<file path="config.mk">
export PLATFORM = sky130hd
export DESIGN_NAME = minmax_envelope_decimator_core
export DESIGN_NICKNAME = d
export VERILOG_FILES = /design/src/rtl/mmenv_pkg.sv /design/src/rtl/minmax_envelope_decimator_core.sv /design/src/rtl/mmenv_map.sv /design/src/rtl/mmenv_track.sv
export SDC_FILE = /design/constraint.sdc
export NUM_CORES = 2
export LEC_CHECK = 0
export BUFFER_PORTS_ARGS = -buffer_cell sky130_fd_sc_hd__buf_2
export CAP_MARGIN = 20
export CORE_MARGIN = 2
export CORE_UTILIZATION = 55
export CTS_BUF_LIST = sky130_fd_sc_hd__clkbuf_4
export CTS_CLUSTER_SIZE = 16
export DETAILED_ROUTE_END_ITERATION = 10
export PLACE_DENSITY = 0.7
export REMOVE_ABC_BUFFERS = 1
export SLEW_MARGIN = 10
export SYNTH_ARGS = -nofsm -noshare
export SYNTH_HDL_FRONTEND = slang
export SYNTH_SLANG_ARGS = --single-unit
</file>
<file path="constraint.sdc">
create_clock -name clk -period 11.7 [get_ports clk]
set_clock_uncertainty 0.15 [all_clocks]
set_input_delay 1.17 -clock clk [delete_from_list [all_inputs] [get_ports clk]]
set_output_delay 1.17 -clock clk [all_outputs]
set_load 0.01 [all_outputs]
</file>
<file path="src/rtl/mmenv_pkg.sv">
// Shared types and constants for the min/max envelope decimator.
`timescale 1ns / 1ps

package mmenv_pkg;

  // Field widths of the sample and point formats.
  localparam int INDEX_BITS      = 24;
  localparam int VALUE_BITS      = 16;
  localparam int COL_BITS        = 13;
  localparam int SCALE_BITS      = 16;
  localparam int SCALE_FRAC_BITS = 16;
  localparam int OFFSET_BITS     = 24;
  localparam int MAX_COLUMNS     = 4096;

  // Configuration port geometry.
  localparam int CFG_INDEX_BITS = 2;
  localparam int CFG_DATA_BITS  = 24;

  // Register reset values.
  localparam logic [INDEX_BITS-1:0]  ORIGIN_RESET  = '0;
  localparam logic [SCALE_BITS-1:0]  SCALE_RESET   = SCALE_BITS'(32768);
  localparam logic [OFFSET_BITS-1:0] OFFSET_RESET  = '0;
  localparam logic [COL_BITS-1:0]    VISIBLE_RESET = COL_BITS'(4096);

  // Configuration register indexes.
  typedef enum logic [CFG_INDEX_BITS-1:0] {
    REG_ORIGIN  = 2'd0,
    REG_SCALE   = 2'd1,
    REG_OFFSET  = 2'd2,
    REG_VISIBLE = 2'd3
  } mmenv_reg_t;

  // Kind of an envelope point.
  typedef enum logic [1:0] {
    KIND_ENTER = 2'd0,
    KIND_MAX   = 2'd1,
    KIND_MIN   = 2'd2,
    KIND_EXIT  = 2'd3
  } mmenv_kind_t;

  // One input sample.
  typedef struct packed {
    logic [INDEX_BITS-1:0]        sample_index;
    logic signed [VALUE_BITS-1:0] sample_value;
    logic                         run_end;
  } mmenv_in_t;

  // One envelope point.
  typedef struct packed {
    logic [COL_BITS-1:0]          column;
    logic signed [VALUE_BITS-1:0] point_value;
    logic [1:0]                   point_kind;
    logic                         last_point;
  } mmenv_out_t;

  // A sample after its index has been mapped to a column.
  typedef struct packed {
    logic [COL_BITS-1:0]          column;
    logic signed [VALUE_BITS-1:0] value;
    logic                         run_end;
  } mmenv_col_t;

  // One closed column, ready to be sent as four points.
  typedef struct packed {
    logic [COL_BITS-1:0]          column;
    logic signed [VALUE_BITS-1:0] enter_val;
    logic signed [VALUE_BITS-1:0] hi_val;
    logic signed [VALUE_BITS-1:0] lo_val;
    logic signed [VALUE_BITS-1:0] exit_val;
  } mmenv_bar_t;

endpackage

</file>
<file path="src/rtl/minmax_envelope_decimator_core.sv">
// Top level of the min/max envelope decimator with its configuration registers.
//
// Samples enter on in_valid/in_ready, one per cycle unless stalled. Each
// sample index is mapped to a display column in a three-stage pipeline (index
// difference and scale multiply, offset and clamp), then the column tracker
// updates the open column's enter, exit, minimum and maximum values.
// A change of column or a sample marked run_end loads a burst of four points
// (enter, max, min, exit) into the burst buffer; both together give eight.
// Points leave on out_valid/out_ready, one per transfer, with last_point on
// the final point of the burst.
// The first point of a burst is valid once the sample that causes it has passed
// the s1, s2 and s3 registers and been taken by the tracker. Samples that close
// no column are taken every cycle; a sample that closes a column waits until the
// previous burst's last point transfers.
// A stalled receiver holds the current point; samples keep flowing until a
// new burst is needed and the three pipeline registers fill.
// Reset clears the pipeline, the burst buffer and the open column, and loads
// the register defaults. Registers are written through cfg_write/cfg_index/
// cfg_data, by the user only while the block is idle; the block does not check.
`timescale 1ns / 1ps

module minmax_envelope_decimator_core
  import mmenv_pkg::*;
(
  input  logic                      clk,
  input  logic                      rst,
  input  logic                      in_valid,
  output logic                      in_ready,
  input  mmenv_in_t                 in_data,
  output logic                      out_valid,
  input  logic                      out_ready,
  output mmenv_out_t                out_data,
  input  logic                      cfg_write,
  input  logic [CFG_INDEX_BITS-1:0] cfg_index,
  input  logic [CFG_DATA_BITS-1:0]  cfg_data
);

  // Configuration registers.
  logic [INDEX_BITS-1:0]  origin_sample;
  logic [SCALE_BITS-1:0]  pixels_per_sample;
  logic [OFFSET_BITS-1:0] left_pixel_offset;
  logic [COL_BITS-1:0]    visible_pixels;

  always_ff @(posedge clk) begin
    if (rst) begin
      origin_sample     <= ORIGIN_RESET;
      pixels_per_sample <= SCALE_RESET;
      left_pixel_offset <= OFFSET_RESET;
      visible_pixels    <= VISIBLE_RESET;
    end else if (cfg_write) begin
      unique case (mmenv_reg_t'(cfg_index))
        REG_ORIGIN:  origin_sample     <= cfg_data[INDEX_BITS-1:0];
        REG_SCALE:   pixels_per_sample <= cfg_data[SCALE_BITS-1:0];
        REG_OFFSET:  left_pixel_offset <= cfg_data[OFFSET_BITS-1:0];
        REG_VISIBLE: visible_pixels    <= cfg_data[COL_BITS-1:0];
        default: ;
      endcase
    end
  end

  // Mapped samples between the column pipeline and the tracker.
  logic       col_valid;
  logic       col_ready;
  mmenv_col_t col_data;

  mmenv_map u_map (
    .clk               (clk),
    .rst               (rst),
    .in_valid          (in_valid),
    .in_ready          (in_ready),
    .in_data           (in_data),
    .origin_sample     (origin_sample),
    .pixels_per_sample (pixels_per_sample),
    .left_pixel_offset (left_pixel_offset),
    .visible_pixels    (visible_pixels),
    .col_valid         (col_valid),
    .col_ready         (col_ready),
    .col_data          (col_data)
  );

  mmenv_track u_track (
    .clk       (clk),
    .rst       (rst),
    .col_valid (col_valid),
    .col_ready (col_ready),
    .col_data  (col_data),
    .out_valid (out_valid),
    .out_ready (out_ready),
    .out_data  (out_data)
  );

endmodule

</file>
<file path="src/rtl/mmenv_map.sv">
// Three-stage pipeline that maps a sample index to a display column.
`timescale 1ns / 1ps

module mmenv_map
  import mmenv_pkg::*;
(
  input  logic                   clk,
  input  logic                   rst,
  input  logic                   in_valid,
  output logic                   in_ready,
  input  mmenv_in_t              in_data,
  input  logic [INDEX_BITS-1:0]  origin_sample,
  input  logic [SCALE_BITS-1:0]  pixels_per_sample,
  input  logic [OFFSET_BITS-1:0] left_pixel_offset,
  input  logic [COL_BITS-1:0]    visible_pixels,
  output logic                   col_valid,
  input  logic                   col_ready,
  output mmenv_col_t             col_data
);

  localparam int PROD_BITS = INDEX_BITS + SCALE_BITS;

  // Stage registers.
  logic                         s1_valid;
  mmenv_in_t                    s1;
  logic                         s2_valid;
  logic [INDEX_BITS-1:0]        s2_raw;
  logic                         s2_below;
  logic signed [VALUE_BITS-1:0] s2_value;
  logic                         s2_end;
  logic                         s3_valid;
  mmenv_col_t                   s3;

  // Stage load enables, each stage moves when the one after it has room.
  logic s3_load;
  logic s2_load;
  logic s1_load;

  assign s3_load  = !s3_valid || col_ready;
  assign s2_load  = !s2_valid || s3_load;
  assign s1_load  = !s1_valid || s2_load;
  assign in_ready = s1_load;

  // Distance from the origin and the scaled column.
  logic [INDEX_BITS:0]   diff;
  logic [PROD_BITS-1:0]  prod;

  assign diff = {1'b0, s1.sample_index} - {1'b0, origin_sample};
  assign prod = diff[INDEX_BITS-1:0] * pixels_per_sample;

  // Offset subtraction and clamp to the visible width.
  logic [INDEX_BITS:0]   shifted;
  logic [COL_BITS-1:0]   limit;
  logic [COL_BITS-1:0]   col_clamped;

  assign shifted = {1'b0, s2_raw} - {{(INDEX_BITS + 1 - OFFSET_BITS){1'b0}}, left_pixel_offset};
  assign limit   = (visible_pixels > COL_BITS'(MAX_COLUMNS)) ? COL_BITS'(MAX_COLUMNS)
                                                             : visible_pixels;

  always_comb begin
    if (s2_below || shifted[INDEX_BITS]) begin
      col_clamped = '0;
    end else if (shifted[INDEX_BITS-1:0] > {{(INDEX_BITS - COL_BITS){1'b0}}, limit}) begin
      col_clamped = limit;
    end else begin
      col_clamped = shifted[COL_BITS-1:0];
    end
  end

  // Valid flags.
  always_ff @(posedge clk) begin
    if (rst) begin
      s1_valid <= 1'b0;
      s2_valid <= 1'b0;
      s3_valid <= 1'b0;
    end else begin
      if (s1_load) s1_valid <= in_valid;
      if (s2_load) s2_valid <= s1_valid;
      if (s3_load) s3_valid <= s2_valid;
    end
  end

  // Payload registers.
  always_ff @(posedge clk) begin
    if (s1_load) begin
      s1 <= in_data;
    end
    if (s2_load) begin
      s2_raw   <= prod[SCALE_FRAC_BITS +: INDEX_BITS];
      s2_below <= diff[INDEX_BITS];
      s2_value <= s1.sample_value;
      s2_end   <= s1.run_end;
    end
    if (s3_load) begin
      s3.column  <= col_clamped;
      s3.value   <= s2_value;
      s3.run_end <= s2_end;
    end
  end

  assign col_valid = s3_valid;
  assign col_data  = s3;

endmodule

</file>
<file path="src/rtl/mmenv_track.sv">
// Column tracker: keeps the open column's statistics and sends point bursts.
`timescale 1ns / 1ps

module mmenv_track
  import mmenv_pkg::*;
(
  input  logic       clk,
  input  logic       rst,
  input  logic       col_valid,
  output logic       col_ready,
  input  mmenv_col_t col_data,
  output logic       out_valid,
  input  logic       out_ready,
  output mmenv_out_t out_data
);

  // Open column state.
  logic [COL_BITS-1:0]          open_column;
  logic                         column_open;
  logic signed [VALUE_BITS-1:0] enter_val;
  logic signed [VALUE_BITS-1:0] exit_val;
  logic signed [VALUE_BITS-1:0] min_val;
  logic signed [VALUE_BITS-1:0] max_val;
  logic signed [VALUE_BITS-1:0] prev_min_val;
  logic signed [VALUE_BITS-1:0] prev_max_val;
  logic                         have_prev;

  // Burst buffer: up to two bars, walked one point per transfer.
  mmenv_bar_t bar [2];
  logic [1:0] bar_count;
  logic [2:0] ptr;

  logic signed [VALUE_BITS-1:0] v;
  assign v = col_data.value;

  // A change of column closes the open bar.
  logic close_a;
  logic emits;
  assign close_a = column_open && (col_data.column != open_column);
  assign emits   = close_a || col_data.run_end;

  // Continuity clamp for the bar being closed.
  logic signed [VALUE_BITS-1:0] lo_a;
  logic signed [VALUE_BITS-1:0] hi_a;

  always_comb begin
    lo_a = min_val;
    hi_a = max_val;
    if (have_prev) begin
      if (min_val > prev_max_val) begin
        lo_a = prev_max_val;
      end else if (max_val < prev_min_val) begin
        hi_a = prev_min_val;
      end
    end
  end

  // Statistics of the column after this sample.
  logic [COL_BITS-1:0]          col_next;
  logic signed [VALUE_BITS-1:0] enter_next;
  logic signed [VALUE_BITS-1:0] min_next;
  logic signed [VALUE_BITS-1:0] max_next;

  always_comb begin
    if (close_a || !column_open) begin
      col_next   = col_data.column;
      enter_next = v;
      min_next   = v;
      max_next   = v;
    end else begin
      col_next   = open_column;
      enter_next = enter_val;
      min_next   = (v < min_val) ? v : min_val;
      max_next   = (v > max_val) ? v : max_val;
    end
  end

  // Previous bar as seen by the run-end bar.
  logic                         pv_have;
  logic signed [VALUE_BITS-1:0] pv_min;
  logic signed [VALUE_BITS-1:0] pv_max;

  assign pv_have = close_a || have_prev;
  assign pv_min  = close_a ? lo_a : prev_min_val;
  assign pv_max  = close_a ? hi_a : prev_max_val;

  // Continuity clamp for the bar closed by the end of the run.
  logic signed [VALUE_BITS-1:0] lo_b;
  logic signed [VALUE_BITS-1:0] hi_b;

  always_comb begin
    lo_b = min_next;
    hi_b = max_next;
    if (pv_have) begin
      if (min_next > pv_max) begin
        lo_b = pv_max;
      end else if (max_next < pv_min) begin
        hi_b = pv_min;
      end
    end
  end

  // Bars to load into the burst buffer.
  mmenv_bar_t bar_a;
  mmenv_bar_t bar_b;

  always_comb begin
    bar_a.column    = open_column;
    bar_a.enter_val = enter_val;
    bar_a.hi_val    = hi_a;
    bar_a.lo_val    = lo_a;
    bar_a.exit_val  = exit_val;
    bar_b.column    = col_next;
    bar_b.enter_val = enter_next;
    bar_b.hi_val    = hi_b;
    bar_b.lo_val    = lo_b;
    bar_b.exit_val  = v;
  end

  // Output side of the burst buffer.
  logic       last;
  logic       out_xfer;
  logic       buf_free;
  logic       take;
  mmenv_bar_t cur;

  assign cur       = bar[ptr[2]];
  assign last      = (ptr[1:0] == KIND_EXIT) && ({1'b0, ptr[2]} == bar_count - 2'd1);
  assign out_valid = (bar_count != 2'd0);
  assign out_xfer  = out_valid && out_ready;
  assign buf_free  = !out_valid || (out_xfer && last);
  assign col_ready = !emits || buf_free;
  assign take      = col_valid && col_ready;

  always_comb begin
    out_data.column     = cur.column;
    out_data.point_kind = ptr[1:0];
    out_data.last_point = last;
    case (mmenv_kind_t'(ptr[1:0]))
      KIND_ENTER: out_data.point_value = cur.enter_val;
      KIND_MAX:   out_data.point_value = cur.hi_val;
      KIND_MIN:   out_data.point_value = cur.lo_val;
      default:    out_data.point_value = cur.exit_val;
    endcase
  end

  // Column state update on each sample transfer.
  always_ff @(posedge clk) begin
    if (rst) begin
      open_column  <= '0;
      column_open  <= 1'b0;
      enter_val    <= '0;
      exit_val     <= '0;
      min_val      <= '0;
      max_val      <= '0;
      prev_min_val <= '0;
      prev_max_val <= '0;
      have_prev    <= 1'b0;
    end else if (take) begin
      open_column <= col_next;
      enter_val   <= enter_next;
      exit_val    <= v;
      min_val     <= min_next;
      max_val     <= max_next;
      if (col_data.run_end) begin
        column_open  <= 1'b0;
        have_prev    <= 1'b0;
        prev_min_val <= lo_b;
        prev_max_val <= hi_b;
      end else begin
        column_open  <= 1'b1;
        have_prev    <= pv_have;
        prev_min_val <= pv_min;
        prev_max_val <= pv_max;
      end
    end
  end

  // Burst buffer control.
  always_ff @(posedge clk) begin
    if (rst) begin
      bar_count <= 2'd0;
      ptr       <= '0;
    end else if (take && emits) begin
      bar_count <= (close_a && col_data.run_end) ? 2'd2 : 2'd1;
      ptr       <= '0;
    end else if (out_xfer) begin
      if (last) begin
        bar_count <= 2'd0;
      end
      ptr <= ptr + 3'd1;
    end
  end

  // Burst buffer payload.
  always_ff @(posedge clk) begin
    if (take && emits) begin
      bar[0] <= close_a ? bar_a : bar_b;
      bar[1] <= bar_b;
    end
  end

endmodule

</file>
==> run_summary.xml <==
<?xml version="1.0" encoding="UTF-8"?>
<metrics>
  <group name="clock_network">
    <metric name="cts_repair_resize_count" unit="">0</metric>
    <metric name="clock_tree_from_tritoncts" unit="">yes</metric>
    <metric name="path_clk_slew" unit="ns">0.07</metric>
    <metric name="clockBufferDepth" unit="">3</metric>
    <metric name="tritoncts.num_buffers" unit="">121</metric>
    <metric name="cts_hold_buf" unit="">0</metric>
    <metric name="cts.root.buffer_cell" unit="">sky130_fd_sc_hd__clkbuf_4</metric>
    <metric name="h-tree-depth" unit="">3</metric>
    <metric name="postCtsSetupBuffers" unit="">0</metric>
    <metric name="numClockSinks" unit="">464</metric>
    <metric name="clock_insertion_delay_worst_skew" unit="ns">0.94</metric>
  </group>
  <group name="logic_synthesis">
    <metric name="synth_edf_count" unit="">267</metric>
    <metric name="synth-main-ff-cell" unit="">sky130_fd_sc_hd__edfxtp_1</metric>
    <metric name="netlist_instances" unit="">3780</metric>
    <metric name="avgSynthCellArea" unit="um2">9.54</metric>
    <metric name="post-synth-top-area-fraction" unit="%">22.2</metric>
    <metric name="synthesis.yosys.warnings" unit="">0</metric>
    <metric name="synthTopCellsByArea" unit="">sky130_fd_sc_hd__edfxtp_1 (22%), sky130_fd_sc_hd__fa_1 (17%), sky130_fd_sc_hd__dfxtp_1 (11%)</metric>
    <metric name="post_synth_num_cell_types" unit="">84</metric>
    <metric name="synth_largest_area_cell" unit="">sky130_fd_sc_hd__edfxtp_1</metric>
    <metric name="netlist_area_pre_place" unit="um2">36100</metric>
    <metric name="ys_seq_elements" unit="">464</metric>
    <metric name="ys_async_sr_fraction" unit="%">0</metric>
    <metric name="sequential_cell_area_fraction_in_the_yosys_report" unit="%">33.2</metric>
  </group>
  <group name="drt">
    <metric name="detail_route.iter0.violations" unit="">2111</metric>
    <metric name="routed_wire_length_per_instance" unit="um">19.8</metric>
    <metric name="first_pass_iters" unit="">7</metric>
    <metric name="ant_nets" unit="">0</metric>
    <metric name="num_vias" unit="">27600</metric>
    <metric name="drc" unit="">0</metric>
    <metric name="wirelength" unit="um">95700</metric>
    <metric name="via_per_inst" unit="">5.71</metric>
  </group>
  <group name="global_routing">
    <metric name="grt_antenna_before_repair" unit="">4</metric>
    <metric name="overall_routing_resource_usage" unit="%">28.7</metric>
    <metric name="grt_max_degree" unit="">168</metric>
    <metric name="grt_pass1_vias" unit="">27800</metric>
    <metric name="overflow_after_grt" unit="">0</metric>
    <metric name="grt_pass1_wl" unit="um">151000</metric>
  </group>
  <group name="placed_design">
    <metric name="place_ws" unit="ns">1.84</metric>
    <metric name="gp_routability_congestion" unit="">0.940</metric>
    <metric name="detailedPlacementHpwl" unit="um">67000</metric>
    <metric name="port-buffer-count" unit="">105</metric>
  </group>
  <group name="die">
    <metric name="core-area" unit="um2">64700</metric>
    <metric name="die_y" unit="um">260</metric>
    <metric name="dieWidth" unit="um">260</metric>
    <metric name="initial_util" unit="%">55.8</metric>
    <metric name="core.rowCount" unit="">93</metric>
    <metric name="num_io_pins" unit="">106</metric>
    <metric name="die_area" unit="um2">67600</metric>
  </group>
  <group name="power">
    <metric name="power.density_cell_area" unit="nW/um2">132</metric>
    <metric name="cellInternalPower" unit="mW">3.31</metric>
    <metric name="pwr-share-clk" unit="%">28.1</metric>
    <metric name="power.share.switching" unit="%">35.8</metric>
    <metric name="p_comb_share" unit="%">35.3</metric>
    <metric name="netSwitchingPower" unit="mW">1.84</metric>
    <metric name="max-vdd-ir-drop" unit="uV">84.2</metric>
    <metric name="leakagePower" unit="nW">16.5</metric>
    <metric name="total_power" unit="mW">5.15</metric>
    <metric name="power_frac_seq" unit="%">36.6</metric>
  </group>
  <group name="sta">
    <metric name="fin_crit" unit="ns">9.97</metric>
    <metric name="hold_violations" unit="">0</metric>
    <metric name="tightestPinTransition" unit="ns">1.08</metric>
    <metric name="setup_tns" unit="ns">0</metric>
    <metric name="rsz0062_at_grt" unit="">no</metric>
    <metric name="post-route-period-util" unit="%">85.2</metric>
    <metric name="report.final.slew_viol_count" unit="">0</metric>
    <metric name="max-slew-margin-rel" unit="%">27.7</metric>
    <metric name="fmax" unit="MHz">100</metric>
    <metric name="finalWorstSetupSlack" unit="ns">1.73</metric>
    <metric name="setup_viol" unit="">0</metric>
    <metric name="tightest_hold_margin" unit="ns">0.240</metric>
  </group>
  <group name="outcome">
    <metric name="outcome" unit="">completed</metric>
  </group>
  <group name="layout">
    <metric name="final_core_util" unit="%">60.4</metric>
    <metric name="drive_gt1_share" unit="%">13.2</metric>
    <metric name="areaGrowthSynthToFinish" unit="%">8.36</metric>
    <metric name="fin_nets" unit="">4508</metric>
    <metric name="fillers" unit="">5617</metric>
  </group>
  <group name="setup_path">
    <metric name="worstPathBufferInverterCount" unit="">5</metric>
    <metric name="critical_path_class" unit="">register to register</metric>
    <metric name="cp_slowest_cell" unit="">sky130_fd_sc_hd__a21boi_0</metric>
    <metric name="path_max_fanout" unit="">9</metric>
    <metric name="worstSetupStartpointType" unit="">register</metric>
    <metric name="arrival" unit="ns">10.48</metric>
    <metric name="timing.critical_path.to_type" unit="">register</metric>
    <metric name="worst_path_largest_cell_delay" unit="ns">0.75</metric>
    <metric name="crit_path_top_cell_by_count" unit="">sky130_fd_sc_hd__fa_1</metric>
    <metric name="crit_family" unit="">adder cells</metric>
    <metric name="critical_path_required" unit="ns">12.21</metric>
  </group>
  <group name="flow_run">
    <metric name="maxCapViolCount" unit="">0</metric>
  </group>
  <group name="min_path">
    <metric name="hp-class" unit="">register to register</metric>
  </group>
</metrics>
-- flip-flops by register name, summed over array words and instances, names as in the netlist, 24 cells and up, named ones only --
| name | count |
|---|---|
| origin_sample | 24 |
| u_map.s1 | 41 |
| u_track.bar | 154 |
| left_pixel_offset | 24 |
| u_map.s2_raw | 24 |
| u_map.col_data | 30 |
-- metal layers --
metal | track usage, % | share of wire [%]
met1 | 35.2 | 39
met2 | 50.8 | 50
met3 | 4.87 | 7.4
met4 | 10.3 | 3.1
met5 | 0 | 0.014
-- area by class of cell --
class | count | area (um2) | share of cell area (%)
clock buffers | 186 | 1400 | 3.57
inverters | 537 | 2020 | 5.16
diodes | 5 | 12.5 | 0.0320
flip-flops and latches | 464 | 12000 | 30.6
well taps | 855 | 1070 | 2.74
clock inverters | 43 | 214 | 0.547
repair buffers | 162 | 988 | 2.53
multi-input cells | 2575 | 21400 | 54.8
-- metrics by stage --
step | cell area (um2) | instances
final | 39100 | 4827
after global routing | 39100 | 4825
after floorplan | 35300 | 3576
after global placement | 37400 | 4588
after detailed placement | 37400 | 4588
after CTS | 39000 | 4817
-- power groups by stage --
stage                     sequential [mW]  clock, mW  combinational, mW
after CTS                            1.89       1.48               1.80
after global routing                 1.89       1.56               2.05
final                                1.89       1.45               1.82
after global placement               1.92          0               1.75
after floorplan                      1.91          0               1.31
after detailed placement             1.92          0               1.79
-- synth_stat cells, types with 38 or more instances --
cell type and instances:
sky130_fd_sc_hd__a211oi_1 38, sky130_fd_sc_hd__a21oi_1 228, sky130_fd_sc_hd__and2_1 156, sky130_fd_sc_hd__clkbuf_1 187
sky130_fd_sc_hd__dfxtp_1 197, sky130_fd_sc_hd__edfxtp_1 267, sky130_fd_sc_hd__fa_1 307, sky130_fd_sc_hd__ha_1 268
sky130_fd_sc_hd__inv_1 537, sky130_fd_sc_hd__mux2_2 85, sky130_fd_sc_hd__nand2_1 621, sky130_fd_sc_hd__nand3_1 51
sky130_fd_sc_hd__nor2_1 132, sky130_fd_sc_hd__nor2b_1 39, sky130_fd_sc_hd__o21ai_0 87, sky130_fd_sc_hd__xnor2_1 50
-- cell usage in the layout, fill, tap and decap left out, types with 12 or more instances in the layout --
cell type	instances
sky130_fd_sc_hd__o21a_1	33
sky130_fd_sc_hd__nor2_1	127
sky130_fd_sc_hd__nand2_1	620
sky130_fd_sc_hd__o21ai_0	87
sky130_fd_sc_hd__mux2_2	85
sky130_fd_sc_hd__nand2b_1	21
sky130_fd_sc_hd__buf_2	104
sky130_fd_sc_hd__ha_1	265
sky130_fd_sc_hd__a21oi_1	228
sky130_fd_sc_hd__buf_4	53
sky130_fd_sc_hd__nand3_1	50
sky130_fd_sc_hd__dfxtp_1	195
sky130_fd_sc_hd__mux4_2	16
sky130_fd_sc_hd__nand4_1	20
sky130_fd_sc_hd__and3_1	35
sky130_fd_sc_hd__or2_2	14
sky130_fd_sc_hd__and2_1	156
sky130_fd_sc_hd__a211oi_1	38
sky130_fd_sc_hd__a21boi_0	18
sky130_fd_sc_hd__edfxtp_1	267
sky130_fd_sc_hd__fa_1	307
sky130_fd_sc_hd__inv_1	537
sky130_fd_sc_hd__clkbuf_4	186
sky130_fd_sc_hd__xor2_1	15
sky130_fd_sc_hd__nor2b_1	38
sky130_fd_sc_hd__xnor2_1	46
sky130_fd_sc_hd__nor3_1	36
sky130_fd_sc_hd__clkinv_2	12
sky130_fd_sc_hd__mux2i_1	30
sky130_fd_sc_hd__a21o_1	30
sky130_fd_sc_hd__o31a_1	15
sky130_fd_sc_hd__o211ai_1	25
sky130_fd_sc_hd__a222oi_1	32
sky130_fd_sc_hd__a31oi_1	28
sky130_fd_sc_hd__o221ai_1	16
sky130_fd_sc_hd__clkinv_1	26
-- final timing paths --
path                           from                          end  slack, ns  depth (start not counted)
max          u_map.s1[17]$_DFFE_PP_   u_map.s2_raw[22]$_DFFE_PP_       1.73                         33
min           u_map.s1[7]$_DFFE_PP_  u_map.s2_value[6]$_DFFE_PP_       0.24                          0
max reg2reg  u_map.s1[17]$_DFFE_PP_   u_map.s2_raw[22]$_DFFE_PP_       1.73                         33
min reg2reg   u_map.s1[7]$_DFFE_PP_  u_map.s2_value[6]$_DFFE_PP_       0.24                          0
-- cells by family (layout without fill, tap and decap cells) --
logic type	Yosys count	count (layout)	synth area share [%]
compound gates	633	633	11.7
mux	131	131	4.49
buf+inv	741	928	7.79
fa+ha+maj	575	575	26.3
other cells	0	5	0
xor+xnor	65	65	1.58
simple gates	1171	1171	15.0
flops	464	464	33.2
(Power assumes the default switching activity.)
